$ cat config.mk
export PLATFORM = sky130hd
export DESIGN_NAME = usb_midi_packet_encoder_core
export DESIGN_NICKNAME = d
export VERILOG_FILES = /design/src/rtl/core/usbmidi_pkg.sv /design/src/rtl/core/usb_midi_packet_encoder_core.sv /design/src/rtl/core/usbmidi_front.sv /design/src/rtl/core/usbmidi_queue.sv /design/src/rtl/core/usbmidi_back.sv
export SDC_FILE = /design/constraint.sdc
export NUM_CORES = 1
export LEC_CHECK = 0
export BUFFER_PORTS_ARGS = -buffer_cell sky130_fd_sc_hd__buf_4
export CORE_AREA = 5 5 96 98
export DETAILED_ROUTE_END_ITERATION = 7
export DIE_AREA = 0 0 101 103
export PLACE_DENSITY = 0.87
export SLEW_MARGIN = 40
export SYNTH_ARGS = -nofsm -noshare
export SYNTH_HDL_FRONTEND = slang
export SYNTH_SLANG_ARGS = --single-unit
$ cat constraint.sdc
create_clock -name clock -period 3.35 [get_ports clock]
set_input_delay 0.8375 -clock clock [delete_from_list [all_inputs] [get_ports clock]]
set_output_delay 0.8375 -clock clock [all_outputs]
set_load 0.01 [all_outputs]
$ cat src/rtl/core/usbmidi_pkg.sv
// Shared types and constants for the USB-MIDI event packet encoder.
// Used by usbmidi_front, usbmidi_queue, usbmidi_back and the core top level.
// No dependencies.
package usbmidi_pkg;

   localparam int unsigned QueueDepthDefault = 2;

   localparam logic [7:0] SYSEX_START = 8'hF0;

   localparam logic [3:0] CODE_SX_CONT  = 4'h4;
   localparam logic [3:0] CODE_SX_ONE   = 4'h5;
   localparam logic [3:0] CODE_SX_TWO   = 4'h6;
   localparam logic [3:0] CODE_SX_THREE = 4'h7;
   localparam logic [3:0] CODE_SYSTEM   = 4'h2;

   // Bytes held in a finished group, 1..3
   localparam logic [1:0] COUNT_ONE   = 2'd1;
   localparam logic [1:0] COUNT_TWO   = 2'd2;
   localparam logic [1:0] COUNT_THREE = 2'd3;

   // One finished group, ready to be formatted into a packet
   typedef struct packed {
      logic [7:0] lead;
      logic [7:0] middle;
      logic [7:0] third;
      logic [1:0] count;
      logic       exclusive;
      logic       last;
   } job_type;

endpackage

$ cat src/rtl/core/usb_midi_packet_encoder_core.sv
// Top level of the USB-MIDI event packet encoder (cable number zero).
// Instantiates usbmidi_front, usbmidi_queue and usbmidi_back; uses usbmidi_pkg.
//
// Feed raw MIDI bytes of a message buffer one per item on req_, with req_tlast
// on the buffer's final byte; the core emits 4-byte USB-MIDI event packets on
// rsp_, one per group of three bytes and one for any short group at buffer end.
// A group led by 0xF0 switches to system-exclusive codes (4, 5, 6, 7) until the
// buffer ends; other groups use status>>4, or 2 for 0xF1 and above. Unused
// payload bytes are zero and rsp_tlast marks the packet that ends the buffer.
// The core takes one byte per cycle while the queue has room; the back end
// never limits that rate unless rsp_ is stalled. A finished group is written
// into a queue slot and then popped into the back end's output register. The
// queue of QUEUE_DEPTH groups lets the front keep accepting while rsp_ is
// stalled; req_tready drops only once the queue is full. There is no
// configuration.
module usb_midi_packet_encoder_core #(
   parameter int unsigned QUEUE_DEPTH = usbmidi_pkg::QueueDepthDefault
) (
   input  logic        clock,
   input  logic        reset,
   // MIDI byte stream
   input  logic        req_tvalid,
   output logic        req_tready,
   input  logic [7:0]  req_tdata,   // [7:0] midi_byte
   input  logic        req_tlast,   // buffer_end
   // event packet stream
   output logic        rsp_tvalid,
   input  logic        rsp_tready,
   output logic [31:0] rsp_tdata,   // [3:0] code_index, [11:4] first_byte,
                                    // [19:12] second_byte, [27:20] third_byte, [31:28] zero
   output logic        rsp_tlast    // final_packet
);

   usbmidi_pkg::job_type push_job;
   usbmidi_pkg::job_type pop_job;
   logic push, pop, queue_full, queue_empty;

   // Front: group bytes, track sysex mode, push finished groups
   usbmidi_front u_front (
      .clock      (clock),
      .reset      (reset),
      .in_valid   (req_tvalid),
      .in_ready   (req_tready),
      .in_byte    (req_tdata),
      .in_last    (req_tlast),
      .queue_full (queue_full),
      .push       (push),
      .push_job   (push_job)
   );

   // Decouple front and back so each side can stall on its own
   usbmidi_queue #(
      .DEPTH (QUEUE_DEPTH)
   ) u_queue (
      .clock    (clock),
      .reset    (reset),
      .push     (push),
      .push_job (push_job),
      .full     (queue_full),
      .pop      (pop),
      .empty    (queue_empty),
      .pop_job  (pop_job)
   );

   // Back: pick code index, hold packet in the output register
   usbmidi_back u_back (
      .clock       (clock),
      .reset       (reset),
      .queue_empty (queue_empty),
      .pop_job     (pop_job),
      .pop         (pop),
      .out_valid   (rsp_tvalid),
      .out_ready   (rsp_tready),
      .out_data    (rsp_tdata),
      .out_last    (rsp_tlast)
   );

endmodule

$ cat src/rtl/core/usbmidi_front.sv
// Front end: accepts MIDI bytes, groups them in threes and tracks sysex mode.
// Pushes one finished group per packet into the queue. Depends on usbmidi_pkg.
module usbmidi_front (
   input  logic                 clock,
   input  logic                 reset,
   input  logic                 in_valid,
   output logic                 in_ready,
   input  logic [7:0]           in_byte,
   input  logic                 in_last,
   input  logic                 queue_full,
   output logic                 push,
   output usbmidi_pkg::job_type push_job
);

   logic [7:0] lead_ff, lead_in;
   logic [7:0] middle_ff, middle_in;
   logic [1:0] fill_ff, fill_in;
   logic       excl_ff, excl_in;

   logic       accept;
   logic       excl_now;
   logic [1:0] cnt;
   logic       emit;

   assign in_ready = !queue_full;
   assign accept   = in_valid && in_ready;

   always_comb begin
      // only the first byte of a group can open sysex mode
      excl_now = excl_ff || (fill_ff == 2'd0 && in_byte == usbmidi_pkg::SYSEX_START);
      cnt      = fill_ff + 2'd1;
      push_job.exclusive = excl_now;
      push_job.last      = in_last;
      push_job.count     = cnt;
      case (fill_ff)
         2'd0: begin
            push_job.lead   = in_byte;
            push_job.middle = 8'd0;
            push_job.third  = 8'd0;
         end
         2'd1: begin
            push_job.lead   = lead_ff;
            push_job.middle = in_byte;
            push_job.third  = 8'd0;
         end
         default: begin
            push_job.lead   = lead_ff;
            push_job.middle = middle_ff;
            push_job.third  = in_byte;
         end
      endcase
      emit = (cnt == usbmidi_pkg::COUNT_THREE) || in_last;
      push = accept && emit;

      lead_in   = lead_ff;
      middle_in = middle_ff;
      fill_in   = fill_ff;
      excl_in   = excl_ff;
      if (accept) begin
         if (emit) begin
            fill_in   = 2'd0;
            lead_in   = 8'd0;
            middle_in = 8'd0;
            excl_in   = in_last ? 1'b0 : excl_now;
         end else begin
            fill_in = cnt;
            excl_in = excl_now;
            if (cnt == usbmidi_pkg::COUNT_ONE) begin
               lead_in = in_byte;
            end else begin
               middle_in = in_byte;
            end
         end
      end
   end

   always_ff @(posedge clock) begin
      if (reset) begin
         lead_ff   <= 8'd0;
         middle_ff <= 8'd0;
         fill_ff   <= 2'd0;
         excl_ff   <= 1'b0;
      end else begin
         lead_ff   <= lead_in;
         middle_ff <= middle_in;
         fill_ff   <= fill_in;
         excl_ff   <= excl_in;
      end
   end

   a_fill_below_three: assert property (@(posedge clock) disable iff (reset)
      fill_ff != 2'd3)
      else $error("open group holds three bytes");

   a_end_clears_group: assert property (@(posedge clock) disable iff (reset)
      (accept && in_last) |=> (fill_ff == 2'd0 && !excl_ff))
      else $error("buffer end left group or sysex mode open");

   a_full_group_pushes: assert property (@(posedge clock) disable iff (reset)
      (accept && fill_ff == 2'd2) |-> push)
      else $error("third byte did not push a packet");

endmodule

$ cat src/rtl/core/usbmidi_queue.sv
// Short queue of finished groups between front and back end.
// Depends on usbmidi_pkg for the job type.
module usbmidi_queue #(
   parameter int unsigned DEPTH = usbmidi_pkg::QueueDepthDefault
) (
   input  logic                 clock,
   input  logic                 reset,
   input  logic                 push,
   input  usbmidi_pkg::job_type push_job,
   output logic                 full,
   input  logic                 pop,
   output logic                 empty,
   output usbmidi_pkg::job_type pop_job
);

   localparam int unsigned PtrW = (DEPTH > 1) ? $clog2(DEPTH) : 1;
   localparam int unsigned CntW = $clog2(DEPTH + 1);
   localparam logic [PtrW-1:0] LastPtr = PtrW'(DEPTH - 1);
   localparam logic [CntW-1:0] FullCnt = CntW'(DEPTH);

   usbmidi_pkg::job_type slot_ff [DEPTH];

   logic [PtrW-1:0] wr_ptr_ff, wr_ptr_in;
   logic [PtrW-1:0] rd_ptr_ff, rd_ptr_in;
   logic [CntW-1:0] cnt_ff, cnt_in;

   assign full    = (cnt_ff == FullCnt);
   assign empty   = (cnt_ff == '0);
   assign pop_job = slot_ff[rd_ptr_ff];

   always_comb begin
      wr_ptr_in = wr_ptr_ff;
      rd_ptr_in = rd_ptr_ff;
      cnt_in    = cnt_ff;
      if (push) begin
         wr_ptr_in = (wr_ptr_ff == LastPtr) ? '0 : wr_ptr_ff + 1'b1;
      end
      if (pop) begin
         rd_ptr_in = (rd_ptr_ff == LastPtr) ? '0 : rd_ptr_ff + 1'b1;
      end
      case ({push, pop})
         2'b10:   cnt_in = cnt_ff + 1'b1;
         2'b01:   cnt_in = cnt_ff - 1'b1;
         default: cnt_in = cnt_ff;
      endcase
   end

   always_ff @(posedge clock) begin
      if (push) begin
         slot_ff[wr_ptr_ff] <= push_job;
      end
   end

   always_ff @(posedge clock) begin
      if (reset) begin
         wr_ptr_ff <= '0;
         rd_ptr_ff <= '0;
         cnt_ff    <= '0;
      end else begin
         wr_ptr_ff <= wr_ptr_in;
         rd_ptr_ff <= rd_ptr_in;
         cnt_ff    <= cnt_in;
      end
   end

   a_count_bounded: assert property (@(posedge clock) disable iff (reset)
      cnt_ff <= FullCnt)
      else $error("queue count beyond depth");

   a_push_only_with_room: assert property (@(posedge clock) disable iff (reset)
      push |-> !full)
      else $error("push into full queue");

   a_pop_only_with_data: assert property (@(posedge clock) disable iff (reset)
      pop |-> !empty)
      else $error("pop from empty queue");

endmodule

$ cat src/rtl/core/usbmidi_back.sv
// Back end: pops finished groups, picks the code index and registers the packet.
// Depends on usbmidi_pkg.
module usbmidi_back (
   input  logic                 clock,
   input  logic                 reset,
   input  logic                 queue_empty,
   input  usbmidi_pkg::job_type pop_job,
   output logic                 pop,
   output logic                 out_valid,
   input  logic                 out_ready,
   output logic [31:0]          out_data,
   output logic                 out_last
);

   logic        valid_ff, valid_in;
   logic [31:0] data_ff, data_in;
   logic        last_ff, last_in;
   logic [3:0]  code;

   assign pop       = !queue_empty && (!valid_ff || out_ready);
   assign out_valid = valid_ff;
   assign out_data  = data_ff;
   assign out_last  = last_ff;

   always_comb begin
      if (pop_job.exclusive) begin
         case (pop_job.count)
            usbmidi_pkg::COUNT_THREE:
               code = pop_job.last ? usbmidi_pkg::CODE_SX_THREE : usbmidi_pkg::CODE_SX_CONT;
            usbmidi_pkg::COUNT_TWO: code = usbmidi_pkg::CODE_SX_TWO;
            default:                code = usbmidi_pkg::CODE_SX_ONE;
         endcase
      end else if (pop_job.lead > usbmidi_pkg::SYSEX_START) begin
         code = usbmidi_pkg::CODE_SYSTEM;
      end else begin
         code = pop_job.lead[7:4];
      end

      valid_in = valid_ff;
      data_in  = data_ff;
      last_in  = last_ff;
      if (pop) begin
         valid_in = 1'b1;
         data_in  = {4'd0, pop_job.third, pop_job.middle, pop_job.lead, code};
         last_in  = pop_job.last;
      end else if (out_ready) begin
         valid_in = 1'b0;
      end
   end

   always_ff @(posedge clock) begin
      if (reset) begin
         valid_ff <= 1'b0;
      end else begin
         valid_ff <= valid_in;
      end
      data_ff <= data_in;
      last_ff <= last_in;
   end

   a_pop_loads_output: assert property (@(posedge clock) disable iff (reset)
      pop |=> valid_ff)
      else $error("popped group not presented");

   a_no_pop_while_stalled: assert property (@(posedge clock) disable iff (reset)
      (valid_ff && !out_ready) |-> !pop)
      else $error("popped over a stalled packet");

   a_pad_zero: assert property (@(posedge clock) disable iff (reset)
      valid_ff |-> data_ff[31:28] == 4'd0)
      else $error("packet padding not zero");

endmodule
======== After elaboration in Yosys (flattened, before gate mapping) ========
Memory sizes are Yosys's and may differ from the RTL's. A register that Yosys moved wholly into a read port is not among the register bits.
Index checks and enable logic that the tools add are counted.
storage, ports and cells
  flip-flop bits (word level) ............. 53
  latch bits .............................. 0
  bits in writable memories ............... 56
  memory bits (read-only) ................. 0
  input bits .............................. 13
  output and inout port bits .............. 35
  logic and storage cells ................. 65
  memories kept ........................... 1
memories
  name             depth  width  read ports  clocked after memory_dff  write ports  RTL line             source
  u_queue.slot_ff  2      28     1           1                         1            usbmidi_queue.sv:21  usbmidi_pkg::job_type slot_ff [DEPTH];
cells by class
  add/subtract/negate cells ............... 5
  multiply operators ...................... 0
  div/mod/pow operators ................... 0
  $lt $le $gt $ge ......................... 1
  equal/unequal tests ..................... 10
  shift operators ......................... 0
  mux-type cells .......................... 21
  bitwise gates (word level) .............. 0
  reduce and logical (&&, ||, !) cells .... 17
operators by type and width
  kind                 count
  $pmux 24 s2          1
  $mux 8               4
  $eq 2x2->1 const B   5
  $mux 1               10
  $eq 8x8->1 const B   1
  $gt 8x8->1 const B   1
  $mux 4               2
  $pmux 4 s2           1
  $eq 2x1->1 const B   3
  $reduce_bool 2->1    3
  $add 2x1->2 const B  2
  $logic_and 1x1->1    4
  $logic_not 2->1      2
  $mux 2               2
  $pmux 2 s2           1
  $reduce_and 2->1     2
  $logic_not 1->1      3
  $logic_or 1x1->1     3
  $add 1x1->1 const B  2
  $ne 2x1->1 const B   1
  $sub 2x1->2 const B  1

======== Logic depth before layout (Yosys ltp) ========
  word-level depth ........................ 6
  mapped depth ............................ 8
  depth with buffers taken out ............ 8

======== Hierarchy ========
A second synthesis with hierarchy kept.
unflattened totals
  cells, all modules ...................... 309
  area, all modules ....................... 4400.5 µm²
modules (own cells, without submodules)
  module         instances  cells an instance  area each (µm²)  sequential area each (µm²)
  usbmidi_queue  1          109                2219.6           1781.7
  usbmidi_front  1          148                1157.4           380.4
  usbmidi_back   1          52                 1023.5           890.9

======== Worst setup path after synthesis ========
Ideal clock, no wire load.
  path kind ............................... in2reg
  start ................................... input req_tlast
  end ..................................... memory u_queue.slot_ff[0][0] (netlist name), enable pin
  setup time .............................. 0.413 ns
  data arrival time ....................... 2.307 ns
  data required time ...................... 2.937 ns
  setup slack ............................. 0.630 ns
  cell stages on the path ................. 3
  buffers on the path ..................... 0
  cells stage by stage .................... or2_1 > nand3_1 > nor2_1
between the ends
  longest elaborated chain between the ends .. 4
ends and longest elaborated chain
  what                          RTL line                            source
  start, declared               usb_midi_packet_encoder_core.sv:25  input logic req_tlast,
  $logic_or 1x1->1              usbmidi_front.sv:52                 emit = (cnt == usbmidi_pkg::COUNT_THREE) || in_last;
  $logic_and 1x1->1             usbmidi_front.sv:53                 push = accept && emit;
  $mux 1                        usbmidi_queue.sv:49                 if (push) begin
  $mux 1 (not written as such)  usbmidi_queue.sv:50                 slot_ff[wr_ptr_ff] <= push_job;
  end, declared                 usbmidi_queue.sv:21
Every way passes these cells.

======== Worst setup path in the final report ========
  start ................................... register u_queue.cnt_ff[0]
  end ..................................... memory u_queue.slot_ff[1][27] (netlist name), enable pin
between the ends
  longest elaborated chain between the ends .. 6
ends and longest elaborated chain
  what                          RTL line             source
  start, declared               usbmidi_queue.sv:25  logic [CntW-1:0] cnt_ff, cnt_in;
  start signal, assigned        usbmidi_queue.sv:62  cnt_ff <= cnt_in;
  $eq 2x2->1                    usbmidi_queue.sv:27  assign full = (cnt_ff == FullCnt);
  $logic_not 1->1               usbmidi_front.sv:25  assign in_ready = !queue_full;
  $logic_and 1x1->1             usbmidi_front.sv:26  assign accept = in_valid && in_ready;
  $logic_and 1x1->1             usbmidi_front.sv:53
  $mux 1                        usbmidi_queue.sv:49
  $mux 1 (not written as such)  usbmidi_queue.sv:50
Every way passes these cells.

==> impl_table.tex <==
\begin{tabular}{lr}
\hline
Metric & Value \\
\hline
\multicolumn{2}{l}{\textbf{Place}} \\
\quad Inst Count DP & around 450 \\
\quad Placed wire-length estimate & between 4 and 5 mm \\
\quad Setup Slack @ Placement & roughly 0.97 ns \\
\quad Post-Place Cell Area & 4830 um\^{}2 \\
\quad Number of buffer cells added on primary ports & 43 \\
\quad RePlAce Congestion & between 0.7 and 0.8 \\
\multicolumn{2}{l}{\textbf{Final layout}} \\
\quad Total inserted antenna cells & 0 \\
\quad Flip-flop and latch area & around 3000 um\^{}2 \\
\quad Number of nets at the end of the flow & about 370 \\
\quad Fill cell instance count of the final layout & 641 \\
\quad Most used cells in the layout excluding fill and tap cells & 85 x edfxtp\_1, 48 x buf\_4, 25 x nand2\_1, 25 x dfxtp\_1, 22 x mux2\_1 \\
\quad Non-Filler Instances & approximately 470 \\
\quad Fraction of final layout cells with drive strength greater than 1 & between 20 and 25\% \\
\quad Most frequent standard cell in the layout excluding fill and tap cells & edfxtp\_1 \\
\quad Area grow syn2layout & 12.8\% \\
\quad Finished Cell Area & about 5000 um\^{}2 \\
\quad Fin util & between 50\% and 60\% \\
\quad Multi-input logic area & between 1000 and 1500 um\^{}2 \\
\multicolumn{2}{l}{\textbf{Worst setup path}} \\
\quad Maximum net fanout on the critical path & 18 \\
\quad Cell count of the worst reg-to-reg path & 4 \\
\quad Crit path cell chain & nand2b\_1, and2\_1, and3\_1, buf\_4 \\
\quad Reg-to-reg critical path endpoint & u\_queue.slot\_ff[1][27] \\
\quad R2R setup slack & between 1 and 1.5 ns \\
\quad Crit Path Category & register to register \\
\quad Highest-delay cell along the critical path & and3\_1 \\
\quad Largest stage delay, worst path & between 0.5 and 0.6 ns \\
\quad Buf/Inv on CP & 1 \\
\quad Crit end category & register \\
\quad Worst r2r src & u\_queue.cnt\_ff[0] \\
\quad Nature of the critical path startpoint & register \\
\quad Crit path required time & approximately 3.4 ns \\
\quad Cell family with most CP delay & simple AND/OR/NAND/NOR gates \\
\quad Data arrival time of the worst path & between 2 and 2.5 ns \\
\multicolumn{2}{l}{\textbf{STA}} \\
\quad Minimum clock period after layout & $\sim$2.2 ns \\
\quad RSZ-0062 raised after global routing & false \\
\quad Final worst setup slack & 1.17 ns \\
\quad Final clock skew & between 0.005 and 0.006 ns \\
\quad Peak clock frequency supported by timing & between 400 and 500 MHz \\
\quad Final total negative setup slack & 0 ns \\
\quad Total count of hold-check failures in the final report & 0 \\
\quad Fin. max-slew vios & 0 \\
\quad Share of the clock period used by the worst path & approximately two thirds \\
\quad Worst Max-Slew Pin Slew & $\sim$0.68 ns \\
\quad Total of endpoints with negative setup slack in the final report & 0 \\
\quad Worst Hold Slack & 0.466 ns \\
\quad Worst slew slack as a fraction of its limit & 54.9\% \\
\multicolumn{2}{l}{\textbf{Logic synthesis}} \\
\quad Count of flip-flops with a built-in enable after synthesis & 85 \\
\quad Number of warning messages in the yosys log & 0 \\
\quad Register bit total from synthesis & 110 \\
\quad Post-synthesis cell type count & 43 \\
\quad Top\_reg\_cell synth & edfxtp\_1 \\
\quad Synth Cell Area & 4440 um\^{}2 \\
\quad Share of synthesized area occupied by flip-flops and latches & between 60\% and 70\% \\
\quad Synthesized instance count & approximately 310 \\
\quad Mapped Avg Cell Area & between 10 and 15 um\^{}2 \\
\quad Ys async rst share & 0\% \\
\multicolumn{2}{l}{\textbf{CTS}} \\
\quad Worst skew pair latency & 0.36 ns \\
\quad Number of instances resized during post-cts repair & 0 \\
\quad Buffer levels on the longest clock path & 2 \\
\quad CTS clock-pin slew for the worst setup and hold paths & roughly 0.1 ns \\
\quad Root buf cell & clkbuf\_8 \\
\quad Number of hold-repair buffers added at the cts stage & 0 \\
\quad Total setup buffers inserted after CTS & 0 \\
\quad Clock tree from TritonCTS & built \\
\quad Maximum level of the CTS H-tree & 3 \\
\quad Cts bufs inserted & 9 \\
\quad Clock tree sinks & 110 \\
\multicolumn{2}{l}{\textbf{Floorplanning}} \\
\quad Std-Cell Rows & 34 \\
\quad Die extent in x & approximately 100 um \\
\quad Top-level I/O count & 48 \\
\quad Starting Density & 53.0\% \\
\quad DIE AREA & $\sim$10,000 um\^{}2 \\
\quad Die height & 103 um \\
\quad Core Region & 8380 um\^{}2 \\
\multicolumn{2}{l}{\textbf{Pwr}} \\
\quad Max VDD drop & about 400 uV \\
\quad Power per cell area & about 720 nW/um\^{}2 \\
\quad Total Power & $\sim$3.6 mW \\
\quad LEAKAGE & between 1.5 and 2 nW \\
\multicolumn{2}{l}{\textbf{Drt}} \\
\quad Final routed DRC violation total & 0 \\
\quad DRC marker count from the first detailed-route iteration & 96 \\
\quad Residual antenna-violating net count after detailed routing & 0 \\
\quad DR vias/cell & roughly 5.4 \\
\quad Final WL & roughly 7.3 mm \\
\quad Count of vias placed by the detailed router & 2,506 \\
\quad Pre-antenna DRT Iters & 4 \\
\quad Detail-routed net length per standard cell & between 15 and 20 um \\
\multicolumn{2}{l}{\textbf{Global routing}} \\
\quad Overall fraction of global-route tracks in use & $\sim$15\% \\
\quad Total grt overflow & 0 \\
\quad Number of global-route vias before repair & between 2,000 and 2,500 \\
\quad Largest net degree at the start of global routing & 33 \\
\quad Antenna violations before repair & 0 \\
\quad Global-route wire length before repair & 11.9 mm \\
\multicolumn{2}{l}{\textbf{Worst hold path}} \\
\quad Endpoint of the worst hold path & u\_front.lead\_ff[6] \\
\quad Source of the worst hold timing path & u\_front.lead\_ff[6] \\
\quad Hold path depth & 2 \\
\quad Type of the most critical hold path & register to register \\
\multicolumn{2}{l}{\textbf{Flow run}} \\
\quad Number of violations of the max-capacitance limit & 0 \\
\multicolumn{2}{l}{\textbf{Run status}} \\
\quad Status & complete, no violations \\
\hline
\end{tabular}
[flip-flops by register name (all words and copies together), names as in the netlist, named ones only]
signal,cells
u_front.middle_ff,8
u_queue.cnt_ff,2
u_queue.slot_ff,56
u_queue.rd_ptr_ff,1
u_front.excl_ff,1
u_back.out_data,28
u_front.lead_ff,8
u_back.out_valid,1
u_front.fill_ff,2
u_back.out_last,1
u_queue.wr_ptr_ff,1
[cell families after synthesis]
kind of cell | after synthesis | share of synthesized area [%]
fa+ha+maj | 4 | 1.13
flops | 110 | 68.8
buf+inv | 26 | 3.24
simple gates | 91 | 11.1
xor+xnor | 4 | 0.789
mux | 26 | 6.59
other cells | 1 | 0.0844
compound gates | 50 | 8.28
[synth_stat cells (all sizes together) (2+ instances only)]
library cell | n | share of area [%]
edfxtp | 85 | 57
dfxtp | 25 | 11
inv | 7 | 0.59
buf | 12 | 2.1
xnor2 | 2 | 0.39
a22oi | 8 | 1.4
ha | 4 | 1.1
and2 | 9 | 1.3
nor2 | 19 | 1.6
o21ai | 11 | 1.3
xor2 | 2 | 0.39
a22o | 8 | 1.6
nand3 | 13 | 2.4
and3 | 3 | 0.54
nand2 | 25 | 2.1
a31oi | 2 | 0.28
nand2b | 15 | 2.1
or4 | 2 | 0.34
a21oi | 13 | 2.1
mux2 | 26 | 6.6
clkbuf | 7 | 0.59
o211ai | 4 | 0.79
[worst min-delay path, stage by stage, from the launching register on]
cell	delay, ns
dfxtp_1	0.32
nand2_1	0.07
a21oi_2	0.05
[how the worst max path moves through the flow]
stage	cells past startpoint	end	startpoint	slack [ns]
2_1_floorplan	3	u_queue.slot_ff[0][0]	req_tlast	0.63
3_3_place_gp	4	u_queue.slot_ff[1][5]	req_tvalid	1.0
3_5_place_dp	4	u_queue.slot_ff[1][4]	req_tvalid	0.97
4_1_cts	4	u_queue.slot_ff[1][25]	u_queue.cnt_ff[0]	1.17
5_1_grt	4	u_queue.slot_ff[1][25]	u_queue.cnt_ff[0]	1.02
6_report	4	u_queue.slot_ff[1][27]	u_queue.cnt_ff[0]	1.17
[metal layers]
layer | global-route usage, % | vias to the layer above | part of all wire [%]
li1 | - | 1217 | -
met1 | 18.9 | 1206 | 41
met2 | 25.4 | 74 | 51
met3 | 3.72 | 9 | 6.1
met4 | 5.83 | 0 | 1.6
met5 | 0 | - | 0
[where the power goes]
part           switching (mW)  internal [mW]  leakage [nW]
Clock                   0.445          0.278        0.0879
Combinational           0.546          0.418         0.684
Sequential             0.0808           1.84          1.00
Total                    1.07           2.53          1.77
[cell type report]
class,count,area share [%]
repair buffers,48,7.19
flip-flops and latches,110,60.9
well taps,108,2.70
clock inverters,7,1.07
multi-input cells,179,25.1
clock buffers,9,2.47
inverters,7,0.524
No activity file was read; power rests on OpenSTA's default activity.
